$ cat config.mk
export PLATFORM = sky130hd
export DESIGN_NAME = speed_pi_controller_distance_scaled
export DESIGN_NICKNAME = d
export VERILOG_FILES = /design/src/rtl/core/spcds_pkg.sv /design/src/rtl/core/spcds_ser_mul.sv /design/src/rtl/core/speed_pi_controller_distance_scaled.sv
export VERILOG_INCLUDE_DIRS = /design/src /design/src/rtl/core
export SDC_FILE = /design/constraint.sdc
export NUM_CORES = 1
export LEC_CHECK = 0
export BUFFER_PORTS_ARGS = -buffer_cell sky130_fd_sc_hd__buf_2
export CORE_MARGIN = 5
export CORE_UTILIZATION = 45
export DETAILED_ROUTE_END_ITERATION = 8
export PLACE_DENSITY_LB_ADDON = 0.1
export SLEW_MARGIN = 20
export SYNTH_ARGS = -nofsm -noshare
export SYNTH_HDL_FRONTEND = slang
export SYNTH_SLANG_ARGS = --single-unit
$ cat constraint.sdc
create_clock -name clk -period 14.3 [get_ports clk]
set_input_delay 0.715 -clock clk [delete_from_list [all_inputs] [get_ports clk]]
set_output_delay 0.715 -clock clk [all_outputs]
set_load 0.005 [all_outputs]
$ cat src/rtl/core/speed_pi_controller_distance_scaled_macros.svh
// Assertion macros for the distance-scaled speed PI controller
`ifndef SPEED_PI_CONTROLLER_DISTANCE_SCALED_MACROS_SVH
`define SPEED_PI_CONTROLLER_DISTANCE_SCALED_MACROS_SVH

// same-cycle implication
`define SPCDS_ASSERT_IMP(lbl, ck, rn, ante, cons) \
  lbl: assert property (@(posedge ck) disable iff (!rn) (ante) |-> (cons)) \
    else $error("spcds: check failed");

// next-cycle implication
`define SPCDS_ASSERT_NXT(lbl, ck, rn, ante, cons) \
  lbl: assert property (@(posedge ck) disable iff (!rn) (ante) |=> (cons)) \
    else $error("spcds: check failed");

`endif

$ cat src/rtl/core/spcds_pkg.sv
// Shared types and constants of the distance-scaled speed PI controller
`default_nettype none

package spcds_pkg;

  localparam int MC_W      = 34;
  localparam int MP_W      = 31;
  localparam int H_W       = MC_W + 1;
  localparam int PROD_W    = H_W + MP_W;
  localparam int MUL_STEPS = MP_W;
  localparam int CNT_W     = $clog2(MUL_STEPS);

  localparam logic [17:0] SAFE_REQUEST  = 18'd9830;
  localparam logic [17:0] MIN_SETPOINT  = 18'd3277;
  localparam logic [31:0] REQ_CUTOFF    = 32'd131727;
  localparam logic [17:0] OVERSHOOT_DEC = 18'd13107;
  localparam logic [17:0] Q_ONE         = 18'd65536;

  localparam logic [2:0] REG_PROP_GAIN     = 3'd0;
  localparam logic [2:0] REG_INTEG_GAIN    = 3'd1;
  localparam logic [2:0] REG_TIME_STEP     = 3'd2;
  localparam logic [2:0] REG_INTEG_CEILING = 3'd3;
  localparam logic [2:0] REG_INTEG_START   = 3'd4;

  typedef struct packed {
    logic busy;
    logic done;
  } mul_stat_t;

endpackage

`default_nettype wire

$ cat src/rtl/core/spcds_ser_mul.sv
// Bit-serial signed by unsigned shift-add multiplier
`default_nettype none

module spcds_ser_mul (
  input  wire logic                                clk,
  input  wire logic                                rst_n,
  input  wire logic                                start,
  input  wire logic signed [spcds_pkg::MC_W-1:0]   mcand,
  input  wire logic        [spcds_pkg::MP_W-1:0]   mplier,
  output logic signed      [spcds_pkg::PROD_W-1:0] product,
  output spcds_pkg::mul_stat_t                     stat
);

  logic signed [spcds_pkg::H_W-1:0]   h_r, h_nxt;
  logic        [spcds_pkg::MP_W-1:0]  l_r, l_nxt;
  logic        [spcds_pkg::MP_W-1:0]  m_r;
  logic signed [spcds_pkg::MC_W-1:0]  mc_r;
  logic        [spcds_pkg::CNT_W-1:0] cnt_r;
  logic                               run_r;
  logic                               done_r;
  logic signed [spcds_pkg::H_W-1:0]   addend;
  logic signed [spcds_pkg::H_W-1:0]   sum;

  always_comb begin
    addend = m_r[0] ? {mc_r[spcds_pkg::MC_W-1], mc_r} : '0;
    sum    = h_r + addend;
    h_nxt  = {sum[spcds_pkg::H_W-1], sum[spcds_pkg::H_W-1:1]};
    l_nxt  = {sum[0], l_r[spcds_pkg::MP_W-1:1]};
  end

  always_ff @(posedge clk) begin
    if (!rst_n) begin
      run_r  <= 1'b0;
      done_r <= 1'b0;
      cnt_r  <= '0;
    end else begin
      done_r <= 1'b0;
      if (start) begin
        run_r <= 1'b1;
        cnt_r <= '0;
      end else if (run_r) begin
        cnt_r <= cnt_r + 1'b1;
        if (cnt_r == spcds_pkg::CNT_W'(spcds_pkg::MUL_STEPS - 1)) begin
          run_r  <= 1'b0;
          done_r <= 1'b1;
        end
      end
    end
  end

  always_ff @(posedge clk) begin
    if (start) begin
      h_r  <= '0;
      l_r  <= '0;
      m_r  <= mplier;
      mc_r <= mcand;
    end else if (run_r) begin
      h_r <= h_nxt;
      l_r <= l_nxt;
      m_r <= m_r >> 1;
    end
  end

  assign product   = {h_r, l_r};
  assign stat.busy = run_r;
  assign stat.done = done_r;

endmodule

`default_nettype wire

$ cat src/rtl/core/speed_pi_controller_distance_scaled.sv
// Top level of the distance-scaled speed PI controller
//
//   channel  direction  handshake            payload
//   in       input      in_valid / in_stall  target_distance, speed_request, measured_speed
//   out      output     out_valid/out_stall  drive_command, prop_term, integ_term, target_ahead
//   cfg      input      APB psel/penable     paddr[4:2] selects register, pwdata 32 bits
//
// The shared bit-serial multiplier, one multiplier bit per cycle over 31 steps, sets how long
// one word takes from acceptance to result.
// A new input word is taken once the previous one has left the sequencer.
// A finished result waits in the output register while out_stall is high.
// Reset is synchronous, active low; the integral loads integ_start.
`default_nettype none

`include "speed_pi_controller_distance_scaled_macros.svh"

module speed_pi_controller_distance_scaled (
  input  wire logic               clk,
  input  wire logic               rst_n,
  input  wire logic               in_valid,
  output logic                    in_stall,
  input  wire logic signed [31:0] in_target_distance,
  input  wire logic signed [31:0] in_speed_request,
  input  wire logic signed [31:0] in_measured_speed,
  output logic                    out_valid,
  input  wire logic               out_stall,
  output logic signed [17:0]      out_drive_command,
  output logic signed [31:0]      out_prop_term,
  output logic signed [31:0]      out_integ_term,
  output logic                    out_target_ahead,
  input  wire logic               psel,
  input  wire logic               penable,
  input  wire logic               pwrite,
  input  wire logic [4:0]         paddr,
  input  wire logic [31:0]        pwdata,
  output logic [31:0]             prdata,
  output logic                    pready
);

  localparam logic [2:0] ST_IDLE  = 3'd0;
  localparam logic [2:0] ST_SETP  = 3'd1;
  localparam logic [2:0] ST_PROP  = 3'd2;
  localparam logic [2:0] ST_INTEG = 3'd3;
  localparam logic [2:0] ST_ACC   = 3'd4;
  localparam logic [2:0] ST_DONE  = 3'd5;

  function automatic logic signed [31:0] sat32(input logic signed [49:0] x);
    logic signed [49:0] hi;
    logic signed [49:0] lo;
    hi = 50'sh7FFFFFFF;
    lo = -50'sh80000000;
    if (x > hi) begin
      sat32 = 32'sh7FFFFFFF;
    end else if (x < lo) begin
      sat32 = 32'sh80000000;
    end else begin
      sat32 = x[31:0];
    end
  endfunction

  logic [30:0]        prop_gain_r;
  logic [30:0]        integ_gain_r;
  logic [16:0]        time_step_r;
  logic signed [31:0] integ_ceiling_r;
  logic signed [31:0] integ_start_r;
  logic signed [31:0] accum_r, accum_nxt;

  logic [2:0]         state_r, state_nxt;
  logic               launched_r;
  logic [31:0]        dist_r;
  logic [17:0]        req_r;
  logic signed [31:0] meas_r;
  logic               overshoot_r;
  logic signed [32:0] err_r, err_nxt;
  logic signed [31:0] pterm_r;
  logic signed [31:0] iterm_r;

  logic               out_valid_r;
  logic signed [17:0] out_drive_command_r;
  logic signed [31:0] out_prop_term_r;
  logic signed [31:0] out_integ_term_r;
  logic               out_target_ahead_r;

  logic                                    cfg_wr;
  logic [2:0]                              reg_idx;
  logic                                    in_acc;
  logic                                    mul_start;
  logic signed [spcds_pkg::MC_W-1:0]       mul_mcand;
  logic        [spcds_pkg::MP_W-1:0]       mul_mplier;
  logic signed [spcds_pkg::PROD_W-1:0]     mul_prod;
  spcds_pkg::mul_stat_t                    mul_stat;
  logic signed [49:0]                      prod_sh16;
  logic [31:0]                             setp_q;
  logic [17:0]                             setp_lim;
  logic signed [35:0]                      acc_sum;
  logic signed [35:0]                      ceil_ext;
  logic signed [33:0]                      cmd_sum;
  logic signed [17:0]                      cmd_sat;
  logic                                    out_load;
  logic                                    in_mul_state;

  assign cfg_wr   = psel && penable && pwrite && pready;
  assign reg_idx  = paddr[4:2];
  assign pready   = 1'b1;
  assign in_stall = (state_r != ST_IDLE);
  assign in_acc   = in_valid && !in_stall;

  always_comb begin
    unique case (reg_idx)
      spcds_pkg::REG_PROP_GAIN:     prdata = {1'b0, prop_gain_r};
      spcds_pkg::REG_INTEG_GAIN:    prdata = {1'b0, integ_gain_r};
      spcds_pkg::REG_TIME_STEP:     prdata = {15'b0, time_step_r};
      spcds_pkg::REG_INTEG_CEILING: prdata = integ_ceiling_r;
      spcds_pkg::REG_INTEG_START:   prdata = integ_start_r;
      default:                      prdata = '0;
    endcase
  end

  always_ff @(posedge clk) begin
    if (!rst_n) begin
      prop_gain_r     <= 31'd65536;
      integ_gain_r    <= 31'd65536;
      time_step_r     <= 17'd1311;
      integ_ceiling_r <= 32'sd32768;
      integ_start_r   <= -32'sd26214;
    end else if (cfg_wr) begin
      unique case (reg_idx)
        spcds_pkg::REG_PROP_GAIN:     prop_gain_r     <= pwdata[30:0];
        spcds_pkg::REG_INTEG_GAIN:    integ_gain_r    <= pwdata[30:0];
        spcds_pkg::REG_TIME_STEP:     time_step_r     <= pwdata[16:0];
        spcds_pkg::REG_INTEG_CEILING: integ_ceiling_r <= pwdata;
        spcds_pkg::REG_INTEG_START:   integ_start_r   <= pwdata;
        default: ;
      endcase
    end
  end

  assign in_mul_state = (state_r == ST_SETP) || (state_r == ST_PROP) ||
                        (state_r == ST_INTEG) || (state_r == ST_ACC);
  assign mul_start    = in_mul_state && !launched_r;

  always_comb begin
    unique case (state_r)
      ST_SETP: begin
        mul_mcand  = {2'b00, dist_r};
        mul_mplier = {13'b0, req_r};
      end
      ST_PROP: begin
        mul_mcand  = {err_r[32], err_r};
        mul_mplier = prop_gain_r;
      end
      ST_INTEG: begin
        mul_mcand  = {{2{accum_r[31]}}, accum_r};
        mul_mplier = integ_gain_r;
      end
      ST_ACC: begin
        mul_mcand  = {err_r[32], err_r};
        mul_mplier = {14'b0, time_step_r};
      end
      default: begin
        mul_mcand  = '0;
        mul_mplier = '0;
      end
    endcase
  end

  spcds_ser_mul u_mul (
    .clk     (clk),
    .rst_n   (rst_n),
    .start   (mul_start),
    .mcand   (mul_mcand),
    .mplier  (mul_mplier),
    .product (mul_prod),
    .stat    (mul_stat)
  );

  assign prod_sh16 = mul_prod[spcds_pkg::PROD_W-1:16];
  assign setp_q    = mul_prod[spcds_pkg::PROD_W-18:17];

  always_comb begin
    if (setp_q >= {14'b0, req_r}) begin
      setp_lim = req_r;
    end else begin
      setp_lim = setp_q[17:0];
    end
    if (setp_lim <= spcds_pkg::MIN_SETPOINT) begin
      setp_lim = spcds_pkg::MIN_SETPOINT;
    end
    err_nxt = $signed({15'b0, setp_lim}) - $signed({meas_r[31], meas_r});
  end

  always_comb begin
    ceil_ext  = {{4{integ_ceiling_r[31]}}, integ_ceiling_r};
    acc_sum   = {{4{accum_r[31]}}, accum_r} + prod_sh16[35:0];
    if (acc_sum >= ceil_ext) begin
      accum_nxt = integ_ceiling_r;
    end else if (acc_sum < -36'sh80000000) begin
      accum_nxt = 32'sh80000000;
    end else begin
      accum_nxt = acc_sum[31:0];
    end
  end

  always_comb begin
    cmd_sum = {{2{pterm_r[31]}}, pterm_r} + {{2{iterm_r[31]}}, iterm_r};
    if (overshoot_r) begin
      cmd_sum = cmd_sum - $signed({16'b0, spcds_pkg::OVERSHOOT_DEC});
    end
    if (cmd_sum > $signed({16'b0, spcds_pkg::Q_ONE})) begin
      cmd_sat = $signed(spcds_pkg::Q_ONE);
    end else if (cmd_sum < -$signed({16'b0, spcds_pkg::Q_ONE})) begin
      cmd_sat = -$signed(spcds_pkg::Q_ONE);
    end else begin
      cmd_sat = cmd_sum[17:0];
    end
  end

  assign out_load = (state_r == ST_DONE) && !(out_valid_r && out_stall);

  always_comb begin
    state_nxt = state_r;
    unique case (state_r)
      ST_IDLE:  if (in_acc) state_nxt = ST_SETP;
      ST_SETP:  if (mul_stat.done) state_nxt = ST_PROP;
      ST_PROP:  if (mul_stat.done) state_nxt = ST_INTEG;
      ST_INTEG: if (mul_stat.done) state_nxt = ST_ACC;
      ST_ACC:   if (mul_stat.done) state_nxt = ST_DONE;
      ST_DONE:  if (out_load) state_nxt = ST_IDLE;
      default:  state_nxt = ST_IDLE;
    endcase
  end

  always_ff @(posedge clk) begin
    if (!rst_n) begin
      state_r     <= ST_IDLE;
      launched_r  <= 1'b0;
      out_valid_r <= 1'b0;
      accum_r     <= -32'sd26214;
    end else begin
      state_r <= state_nxt;
      if (mul_stat.done) begin
        launched_r <= 1'b0;
      end else if (mul_start) begin
        launched_r <= 1'b1;
      end
      if (out_load) begin
        out_valid_r <= 1'b1;
      end else if (!out_stall) begin
        out_valid_r <= 1'b0;
      end
      if (cfg_wr && (reg_idx == spcds_pkg::REG_INTEG_START)) begin
        accum_r <= pwdata;
      end else if ((state_r == ST_ACC) && mul_stat.done) begin
        accum_r <= accum_nxt;
      end
    end
  end

  always_ff @(posedge clk) begin
    if (in_acc) begin
      overshoot_r <= in_target_distance[31];
      dist_r      <= in_target_distance[31] ? 32'd0 : in_target_distance;
      meas_r      <= in_measured_speed;
      if (in_speed_request[31] || (in_speed_request > $signed(spcds_pkg::REQ_CUTOFF))) begin
        req_r <= spcds_pkg::SAFE_REQUEST;
      end else begin
        req_r <= in_speed_request[17:0];
      end
    end
    if ((state_r == ST_SETP) && mul_stat.done) begin
      err_r <= err_nxt;
    end
    if ((state_r == ST_PROP) && mul_stat.done) begin
      pterm_r <= sat32(prod_sh16);
    end
    if ((state_r == ST_INTEG) && mul_stat.done) begin
      iterm_r <= sat32(prod_sh16);
    end
    if (out_load) begin
      out_drive_command_r <= cmd_sat;
      out_prop_term_r     <= pterm_r;
      out_integ_term_r    <= iterm_r;
      out_target_ahead_r  <= !overshoot_r;
    end
  end

  assign out_valid         = out_valid_r;
  assign out_drive_command = out_drive_command_r;
  assign out_prop_term     = out_prop_term_r;
  assign out_integ_term    = out_integ_term_r;
  assign out_target_ahead  = out_target_ahead_r;

  `SPCDS_ASSERT_NXT(a_accept_starts, clk, rst_n, rst_n && in_acc, state_r == ST_SETP)
  `SPCDS_ASSERT_IMP(a_cmd_range, clk, rst_n, out_valid_r, (out_drive_command_r <= 18'sd65536) && (out_drive_command_r >= -18'sd65536))
  `SPCDS_ASSERT_IMP(a_start_free, clk, rst_n, mul_start, !mul_stat.busy)
  `SPCDS_ASSERT_IMP(a_done_launched, clk, rst_n, mul_stat.done, launched_r && in_mul_state)
  `SPCDS_ASSERT_NXT(a_accum_ceiling, clk, rst_n, rst_n && (state_r == ST_ACC) && mul_stat.done && !cfg_wr, accum_r <= integ_ceiling_r)

endmodule

`default_nettype wire

Word level (Yosys, flattened, before mapping)

Cells that the tools add are included.

Register bits after elaboration: 580
Input bits: 140
Output and inout bits: 118

Add/sub/neg operators: 6
$lt $le $gt $ge: 9
Eq/ne operators: 17
Multiplexer cells: 29
Bitwise operators: 2
Reductions and logical operators: 35

Operators by type and width:

| operator                                                                           | count |
|---|---|
| 32-bit 2-to-1 mux                                                                  | 6 |
| 32-bit one-hot mux with 5 select lines                                             | 1 |
| 31-bit one-hot mux with 4 select lines                                             | 1 |
| 34-bit one-hot mux with 3 select lines                                             | 1 |
| 31-bit 2-to-1 mux                                                                  | 2 |
| 18-bit 2-to-1 mux                                                                  | 3 |
| 49-bit by 32-bit > comparator with 1-bit output, second input constant             | 1 |
| 49-bit by 32-bit less-than comparator with 1-bit output, second input constant     | 1 |
| 36-bit adder                                                                       | 1 |
| 36-bit by 32-bit >= comparator with 1-bit output                                   | 1 |
| 36-bit by 32-bit less-than comparator with 1-bit output, second input constant     | 1 |
| 34-bit by 35-bit adder with 35-bit output                                          | 1 |
| 35-bit 2-to-1 mux                                                                  | 1 |
| 34-bit by 18-bit > comparator with 1-bit output, second input constant             | 1 |
| 34-bit by 17-bit less-than comparator with 1-bit output, second input constant     | 1 |
| 34-bit 2-to-1 mux                                                                  | 1 |
| 33-bit by 15-bit subtractor with 34-bit output, second input constant              | 1 |
| 32-bit by 32-bit adder with 33-bit output                                          | 1 |
| 19-bit by 32-bit subtractor with 33-bit output                                     | 1 |
| 32-bit by 18-bit >= comparator with 1-bit output                                   | 1 |
| 32-bit by 19-bit > comparator with 1-bit output, second input constant             | 1 |
| 18-bit by 12-bit less-or-equal comparator with 1-bit output, second input constant | 1 |
| 3-bit 2-to-1 mux                                                                   | 6 |
| 3-bit one-hot mux with 6 select lines                                              | 1 |
| 19 further kinds                                                                   | 61 |

Depth between registers and ports, before layout

Gate-level depths: netlist of run 1.

Word-level depth: 6
Gate-level depth with buffers: 34
Mapped depth without buffers: 32

Hierarchy

From an unflattened synthesis of run 1, not the netlist that was laid out.

Cells, all modules: 3439
Area total of the unflattened synthesis: 33260.6 um^2

Modules (own cells, without submodules):

| module                              | instances | cells an instance | area each (um^2) |
|---|---|---|---|
| speed_pi_controller_distance_scaled | 1         | 2797              | 26441.6 |
| spcds_ser_mul                       | 1         | 642               | 6819.0 |

Least setup slack after synthesis of run 1

Ideal clock, no wire load.

Path type: register to register
Start point: register u_mul.l_r[17] (netlist bit)
End point: register err_r[20], data pin
Library setup time: 260 ps
Arrival: 6319 ps
Required time: 14040 ps
Setup slack: 7721 ps
Cell stages (with the launch flop): 34
Path buffers: 2
Clock period less this slack: 6579 ps
Cells stage by stage: dfxtp_1 -> inv_1 -> ha_1 -> nand2b_1 -> a21o_1 -> a21o_1 -> a21o_1 -> a21o_1 -> a21o_1 -> a21o_1 -> a21o_1 -> a211o_1 -> o211ai_1 -> a31oi_1 -> a41oi_1 -> mux2_2 -> clkbuf_1 -> a211o_1 -> ha_1 -> nor2b_1 -> o21ai_0 -> a21boi_0 -> o21ai_0 -> a21boi_0 -> o21ai_0 -> nand2b_1 -> and2_1 -> o31ai_1 -> a21oi_1 -> a41oi_1 -> a211o_1 -> clkbuf_1 -> nor3_1 -> xnor2_1

Cells in the longest elaborated chain, start to end: 5

Ends and longest elaborated chain:

| element                                                     | RTL line                                   | source |
|---|---|---|
| from (decl)                                                 | spcds_ser_mul.sv:15                        | `logic [spcds_pkg::MP_W-1:0] l_r, l_nxt;` |
| from (signal assigned)                                      | spcds_ser_mul.sv:59                        | `l_r <= l_nxt;` |
| 32-bit by 18-bit >= comparator with 1-bit output            | speed_pi_controller_distance_scaled.sv:181 | `if (setp_q >= {14'b0, req_r}) begin` |
| 18-bit 2-to-1 mux *                                         | speed_pi_controller_distance_scaled.sv:181 |  |
| 18-bit by 12-bit less-or-equal comparator with 1-bit output | speed_pi_controller_distance_scaled.sv:186 | `if (setp_lim <= spcds_pkg::MIN_SETPOINT) begin` |
| 18-bit 2-to-1 mux *                                         | speed_pi_controller_distance_scaled.sv:186 |  |
| 19-bit by 32-bit subtractor with 33-bit output *            | speed_pi_controller_distance_scaled.sv:189 | `err_nxt = $signed({15'b0, setp_lim}) - $signed({meas_r[31], meas_r});` |
| named net err_nxt[20]                                       | speed_pi_controller_distance_scaled.sv:74  | `logic signed [32:0] err_r, err_nxt;` |
| to (signal assigned)                                        | speed_pi_controller_distance_scaled.sv:271 | `err_r <= err_nxt;` |
| to (decl)                                                   | speed_pi_controller_distance_scaled.sv:74  |  |

Mark *: on every way through the listed nets, which the timed path passes. The rest lies on a longest branch.
A chain may end at the register's enable or synchronous reset.

Worst setup path in the final report of run 1

Start point: register u_mul.l_r[17] (netlist bit)
End point: register err_r[22], data pin

The elaborated chain is that of the path after synthesis.

==> summary.md, run 1 <==
| Metric | Value |
|---|---|
| Status | `complete, no violations` |
| Design Power | `4880 uW` |
| Post-route ant nets | `0` |
| Seq/Total Area, Yosys | `0.464` |
| Top cell type's share of synthesized area | `0.313` |
| Top Registers | `u_mul.h_r: 34 flops, err_r: 33 flops, u_mul.mc_r: 33 flops` |
| Crit. path cell count | `33` |
| GRT Overall Usage | `0.249` |
| Via density | `5.76` |
| CTS sink cnt | `562` |
| R2r worst-path depth | `33` |
| Crit Path Category | `flip-flop to flip-flop` |
| Top delay family on crit path | `compound AO/OA/AOI/OAI gates` |
| Cts hold-fix bufs | `0` |
| Flops & latches, synth | `562` |
| CTS resizes | `0` |
| Worst slew pin tran | `1120 ps` |
| Slew Limit Fails | `0` |
| Die Ht | `274 um` |
| Min Clock Period, post-route | `7700 ps` |
| Seq pwr share | `0.396` |
| Pwr/cell area | `138 mW/mm^2` |
| Clock power share | `0.334` |
| Async S/R FF share, synth | `0` |
| CP peak stage delay | `540 ps` |
| Fmax | `130 MHz` |
| Layout cell share with drive strength beyond 1 | `0.143` |
| Initial antenna violation count | `4` |
| Mapped Area | `0.0313 sq mm` |
| Most instantiated cells after synthesis | `nand2_1, edfxtp_1, a21oi_1` |
| Final net count | `3,789` |
| Netlist cell types | `112` |
| Global-route congestion overflow total | `0` |
| Hold Path Stages | `1` |
| Largest register FFs | `34` |
| Detailed Route WL | `95.9 mm` |
| Top reg by flops | `u_mul.h_r` |
| Fin crit share | `0.538` |
| CP Launch Point | `u_mul.l_r[17]$_SDFFE_PP0P_` |
| PortBufs | `254` |
| Startpoint types | `flip-flop` |
| Vias in the first global route | `24,900` |
| Ports | `258` |
| Layout area overhead | `13.3%` |
| Combinational Power Share | `0.270` |
| Placed wire-length estimate | `69.6 mm` |
| Worst-path fanout max | `33` |
| FILL cells | `6,279` |
| Iter 0 DRT Violations | `2,066` |
| Pin count of the biggest net entering global routing | `84` |
| Core area | `0.0688 sq mm` |
| Count leader, synth | `nand2_1` |
| Leak pwr | `0.0137 uW` |
| Sw frac | `0.315` |
| Routed len/inst | `21.6 um` |
| Hold_sp | `in_measured_speed[25]` |
| Setup_tns | `0 ps` |
| Hold Vio Cnt, Final | `0` |
| Synth Net Count | `3,610` |
| WP buf/inv | `2` |
| Switch Pwr | `1540 uW` |
| Total CTS buffers | `66` |
| CTS Buffer Depth | `3` |
| Required @ worst endpoint | `14,640 ps` |
| DIE AREA | `0.0749 sq mm` |
| DRC viols | `0` |
| Area contributors post-synth | `edfxtp_1, dfxtp_1, ha_1, nand2_1, a21oi_1` |
| CTS tree | `built` |
| Cells after Synth | `3,290` |
| Htree depth | `3` |
| Final Setup Violations | `0` |
| First-pass GRT wire length | `146 mm` |
| Yosys synthesis warning count | `0` |
| Initial Util | `0.455` |
| Worst R2R Start | `u_mul.l_r[17]$_SDFFE_PP0P_` |
| Num rows | `96` |
| Postcts setup bufs | `0` |
| Cell-internal power | `3340 uW` |
| Die Wd | `274 um` |
| Diodes inserted | `0` |
| Crit path arrival time | `8030 ps` |
| Total number of vias | `25,600` |
| Drt first pass iters | `6` |
| Worst Hold Class | `input port to flip-flop` |
| Max_cap viols | `0` |
| Clock skew | `22.1 ps` |
| Crit-path slowest cell | `dfxtp_1` |
| RSZ-0062 raised after global routing | `false` |
| EDFF count, synth | `326` |
| CTS root buffer | `clkbuf_16` |
| Top_reg_cell synth | `edfxtp_1` |
| RePlAce Congestion | `0.922` |
| Later-pin clock latency in the skew report | `600 ps` |
| Syn Area/Cell | `9.51 sq um` |
| CTS clk-pin slew, worst paths | `60 ps` |
| VDD IR-drop max | `0.0911 mV` |
| Synth area leader | `edfxtp_1` |
| CP Capture Type | `flip-flop` |
| Critical Path Most Common Cell | `a21o_1` |
| Slew HR | `0.254` |
routing by layer:
metal  vias up  routed length [um]  global-route usage  share of wire
met2       881               46800               0.425           0.49
met5         -                  24                   0        0.00025
met3       192                5060              0.0328          0.053
met1     12300               40600               0.326           0.42
met4         4                3440              0.0870          0.036
li1      12300                   -                   -              -
worst paths after layout:
kind / slack, ps / endpoint
max: 6600 / err_r[22]$_DFFE_PP_
min: 300 / meas_r[25]$_DFFE_PP_
max reg2reg: 6600 / err_r[22]$_DFFE_PP_
min reg2reg: 460 / integ_start_r[2]$_SDFFE_PN0P_
worst register-to-register path: cells and delay by family, from the launching register on:
family	cells	cell delay [ps]
and+or+nand+nor	5	600
muxes	1	500
buffers and inverters	2	420
adders and majority gates	3	740
xor gates and xnor gates	1	150
DFF	1	540
AOI/OAI and AO/OA	21	4500
cell families after synthesis:
family / share of synthesized area
compound gates: 0.173
xor+xnor: 0.0388
fa+ha+maj: 0.0729
buf+inv: 0.0373
flops: 0.464
mux: 0.0365
other cells: 0.000120
simple gates: 0.178
placed cells by master (no fill, tap or decap), types with 19 or more instances in the layout:
cell / count
mux2_2: 32
nor3_1: 35
nor2b_1: 53
clkbuf_1: 19
a221o_1: 23
a31oi_1: 36
xor2_1: 35
buf_2: 254
nand2b_1: 33
inv_1: 113
xnor2_1: 100
dfxtp_1: 233
ha_1: 176
nor2_1: 239
nand4_1: 26
edfxtp_1: 326
o21a_1: 26
o22ai_1: 23
a22oi_1: 86
nor4_1: 25
a21o_1: 65
mux2i_1: 78
nand2_1: 527
a211oi_1: 19
buf_4: 30
nand3_1: 89
a21oi_1: 261
and2_1: 62
clkbuf_16: 69
o21ai_0: 121
power groups by stage:
stage          registers (uW)  clock network [uW]  logic [uW]
6_report                 1930                1630        1320
2_1_floorplan            1920                   0         973
4_1_cts                  1930                1670        1320
3_3_place_gp             1960                   0        1280
3_5_place_dp             1960                   0        1310
5_1_grt                  1940                1730        1470
through the flow:
step | std cells | utilization | instance area, sq um | setup slack (ps) | hold slack [ps]
3_3_place_gp | 4332 | 0.485 | 33400 | 6840 | 442
3_5_place_dp | 4332 | 0.485 | 33400 | 6670 | 448
2_1_floorplan | 3290 | - | 31300 | 7720 | 426
6_report | 4449 | 0.515 | 35500 | 6600 | 299
4_1_cts | 4449 | 0.515 | 35400 | 6620 | 258
5_1_grt | 4449 | 0.515 | 35500 | 6090 | 266
area by class of cell:
cell class / instances / area [sq um] / share of cell area
Sequential cell: 562 / 14500 / 0.410
Multi-Input combinational cell: 2440 / 15800 / 0.445
Timing Repair Buffer: 284 / 1500 / 0.0422
Inverter: 115 / 434 / 0.0122
Clock inverter: 24 / 206 / 0.00582
Tap cell: 931 / 1160 / 0.0329
Clock buffer: 93 / 1870 / 0.0527
No activity file was read; power rests on OpenSTA's default activity.
==> inputs of run 2 (changes only) <==
Clock period 14.3 ns to 7.5 ns, I/O delays scaled along.
==> summary.md, run 2 (synthesis results as in run 1) <==
| Metric | Value |
|---|---|
| Status | `complete, no violations` |
| Max_cap viols | `0 (unchanged)` |
| Crit-path slowest cell | `mux2_2` |
| Slew Limit Fails | `0 (unchanged)` |
| CTS tree | `built` |
| Global-route congestion overflow total | `0 (unchanged)` |
| CP Launch Point | `req_r[0]$_SDFFCE_PP0P_` |
| Core area | `0.0688 sq mm (unchanged)` |
| Htree depth | `3 (unchanged)` |
| Total CTS buffers | `66 (unchanged)` |
| Fin crit share | `0.924 (+0.386)` |
| Largest register FFs | `34 (unchanged)` |
| Crit path arrival time | `7280 ps (-750 ps)` |
| Non-Filler Instances | `4,495 (+1.0%)` |
| Finished Cell Area | `0.0360 sq mm (+1.6%)` |
| Detailed Route WL | `98.1 mm (+2.3%)` |
| Footprint of the multi-input gates | `0.0158 sq mm (about the same)` |
| Initial Util | `0.455 (unchanged)` |
| Worst slew pin tran | `1130 ps (+13.9 ps)` |
| Slew HR | `0.245 (-0.00927)` |
| Clock power share | `0.348 (+0.014)` |
| Pin count of the biggest net entering global routing | `85 (+1.2%)` |
| GRT Overall Usage | `0.253 (+0.00492)` |
| Cell count after placement | `4,339 (+0.16%)` |
| Startpoint types | `flip-flop` |
| Switch Pwr | `2990 uW (+95%)` |
| Commonest non-fill, non-tap cells in the layout | `nand2_1, edfxtp_1, a21oi_1` |
| Ports | `258 (unchanged)` |
| Die Wd | `274 um (unchanged)` |
| Num rows | `96 (unchanged)` |
| Sw frac | `0.313 (-0.00228)` |
| Drt first pass iters | `8 (+2)` |
| Top Registers | `u_mul.h_r: 34 flops, err_r: 33 flops, u_mul.mc_r: 33 flops` |
| CP Capture Type | `flip-flop` |
| Min Clock Period, post-route | `6930 ps (-766 ps)` |
| Final Setup Violations | `0 (unchanged)` |
| Post-route ant nets | `0 (unchanged)` |
| Seq pwr share | `0.384 (-0.012)` |
| Top reg by flops | `u_mul.h_r` |
| Required @ worst endpoint | `7850 ps (-6790 ps)` |
| Leak pwr | `0.0140 uW (+1.8%)` |
| Placement Cell Area | `0.0334 sq mm (+0.14%)` |
| CTS clk-pin slew, worst paths | `60 ps (about the same)` |
| Layout area overhead | `15.1%` |
| Via density | `5.73 (-0.63%)` |
| Combinational Power Share | `0.268 (-0.002)` |
| Routed len/inst | `21.8 um (+1.2%)` |
| Final net count | `3,828 (+1.0%)` |
| Total number of vias | `25,700 (+0.39%)` |
| Worst Hold Class | `input port to flip-flop` |
| Fmax | `144 MHz (+11%)` |
| Hold_sp | `in_speed_request[2]` |
| Critical Path Most Common Cell | `a21o_1` |
| Layout cell share with drive strength beyond 1 | `0.144 (+0.00132)` |
| Cell-internal power | `6580 uW (+97%)` |
| Later-pin clock latency in the skew report | `610 ps (about the same)` |
| Hold Vio Cnt, Final | `0 (unchanged)` |
| CTS Buffer Depth | `3 (unchanged)` |
| DIE AREA | `0.0749 sq mm (unchanged)` |
| Design Power | `9580 uW (+96%)` |
| Pwr/cell area | `266 mW/mm^2 (+93%)` |
| Iter 0 DRT Violations | `2,097 (+1.5%)` |
| Worst-path fanout max | `13 (-61%)` |
| Initial antenna violation count | `2 (-2)` |
| VDD IR-drop max | `0.196 mV (+110%)` |
| Setup_tns | `0 ps (unchanged)` |
| Seq. cell area | `0.0145 sq mm (unchanged)` |
| Placed wire-length estimate | `71.5 mm (+2.8%)` |
| PortBufs | `254 (unchanged)` |
| CTS root buffer | `clkbuf_16` |
| Die Ht | `274 um (unchanged)` |
| Vias in the first global route | `25,300 (+1.5%)` |
| RePlAce Congestion | `0.899 (-2.5%)` |
| First-pass GRT wire length | `149 mm (+1.6%)` |
| DRC viols | `0 (unchanged)` |
| CP peak stage delay | `470 ps (-70 ps)` |
| RSZ-0062 raised after global routing | `false` |
| Worst R2R Start | `req_r[0]$_SDFFCE_PP0P_` |
| CTS sink cnt | `562 (unchanged)` |
| Most common cell after layout, fill and taps aside | `nand2_1` |
| FILL cells | `6,225 (-0.86%)` |
| Crit Path Category | `flip-flop to flip-flop` |
| Clock skew | `19.1 ps (-3.02 ps)` |
| Postcts setup bufs | `0 (unchanged)` |
==> run 2: changes by cell type in the layout (fill, tap and decap cells not counted), sizes merged, moves of 2 or more <==
| cell | previous run | this run |
|---|---|---|
| clkbuf | 93 | 90 |
| dlygate4sd3 | 0 | 32 |
| inv | 116 | 118 |
| clkinv | 18 | 20 |
| buf | 284 | 291 |
| bufinv | 3 | 8 |
| diode | 0 | 2 |
==> run 2: through the flow <==
step           hold slack [ps]  utilization  setup slack (ps)
2_1_floorplan              426            -               921
6_report                  42.5        0.523               570
4_1_cts                   12.8        0.523               546
5_1_grt                   34.7        0.523              66.9
3_3_place_gp               443        0.485               688
3_5_place_dp               440        0.485               580
==> run 2: power groups by stage <==
stage / Sequential [uW] / Combinational [uW] / Clock [uW]
final: 3680 / 2560 / 3330
after global routing: 3690 / 2860 / 3530
after CTS: 3680 / 2550 / 3400
after detailed placement: 3750 / 2520 / 0
after global placement: 3740 / 2440 / 0
after floorplan: 3650 / 1860 / 0
==> run 2: metal layers <==
metal / track usage / share of wire / vias to the layer above / wire length [um]
met5: 0 / 0 / - / 0
met3: 0.0330 / 0.055 / 192 / 5360
met1: 0.327 / 0.42 / 12400 / 41400
li1: - / - / 12400 / -
met2: 0.438 / 0.49 / 834 / 47800
met4: 0.0908 / 0.036 / 0 / 3580
==> run 2: worst paths after layout <==
path	to	slack (ps)	cells past startpoint
worst min register to register	out_prop_term[0]$_DFFE_PP_	450	0
worst max register to register	err_r[26]$_DFFE_PP_	570	31
worst min-delay path	req_r[2]$_SDFFCE_PP1P_	40	2
worst max-delay path	err_r[26]$_DFFE_PP_	570	31
==> run 2: cell type report <==
cell class              instances  area share
diodes                          2    0.000139
flip-flops and latches        562       0.403
multi-input cells            2440       0.438
inverters                     115      0.0121
clock inverters                32      0.0110
clock buffers                  90      0.0516
well taps                     931      0.0324
repair buffers                323      0.0519
==> run 2: what timing repair did <==
action	CTS	global route
endpoints found under the setup margin	0	6
hold buffers	32	0
gates resized for setup	0	1
endpoints found under the hold margin	32	0
==> run 2: critical path: cells and delay by family (launching register included) <==
kind	cells	cell delay, ps
AO/OA/AOI/OAI	21	4270
adder cells (fa/ha/maj)	3	800
AND/OR/NAND/NOR	5	560
multiplexers	1	470
flip-flops	1	440
XOR/XNOR	1	140
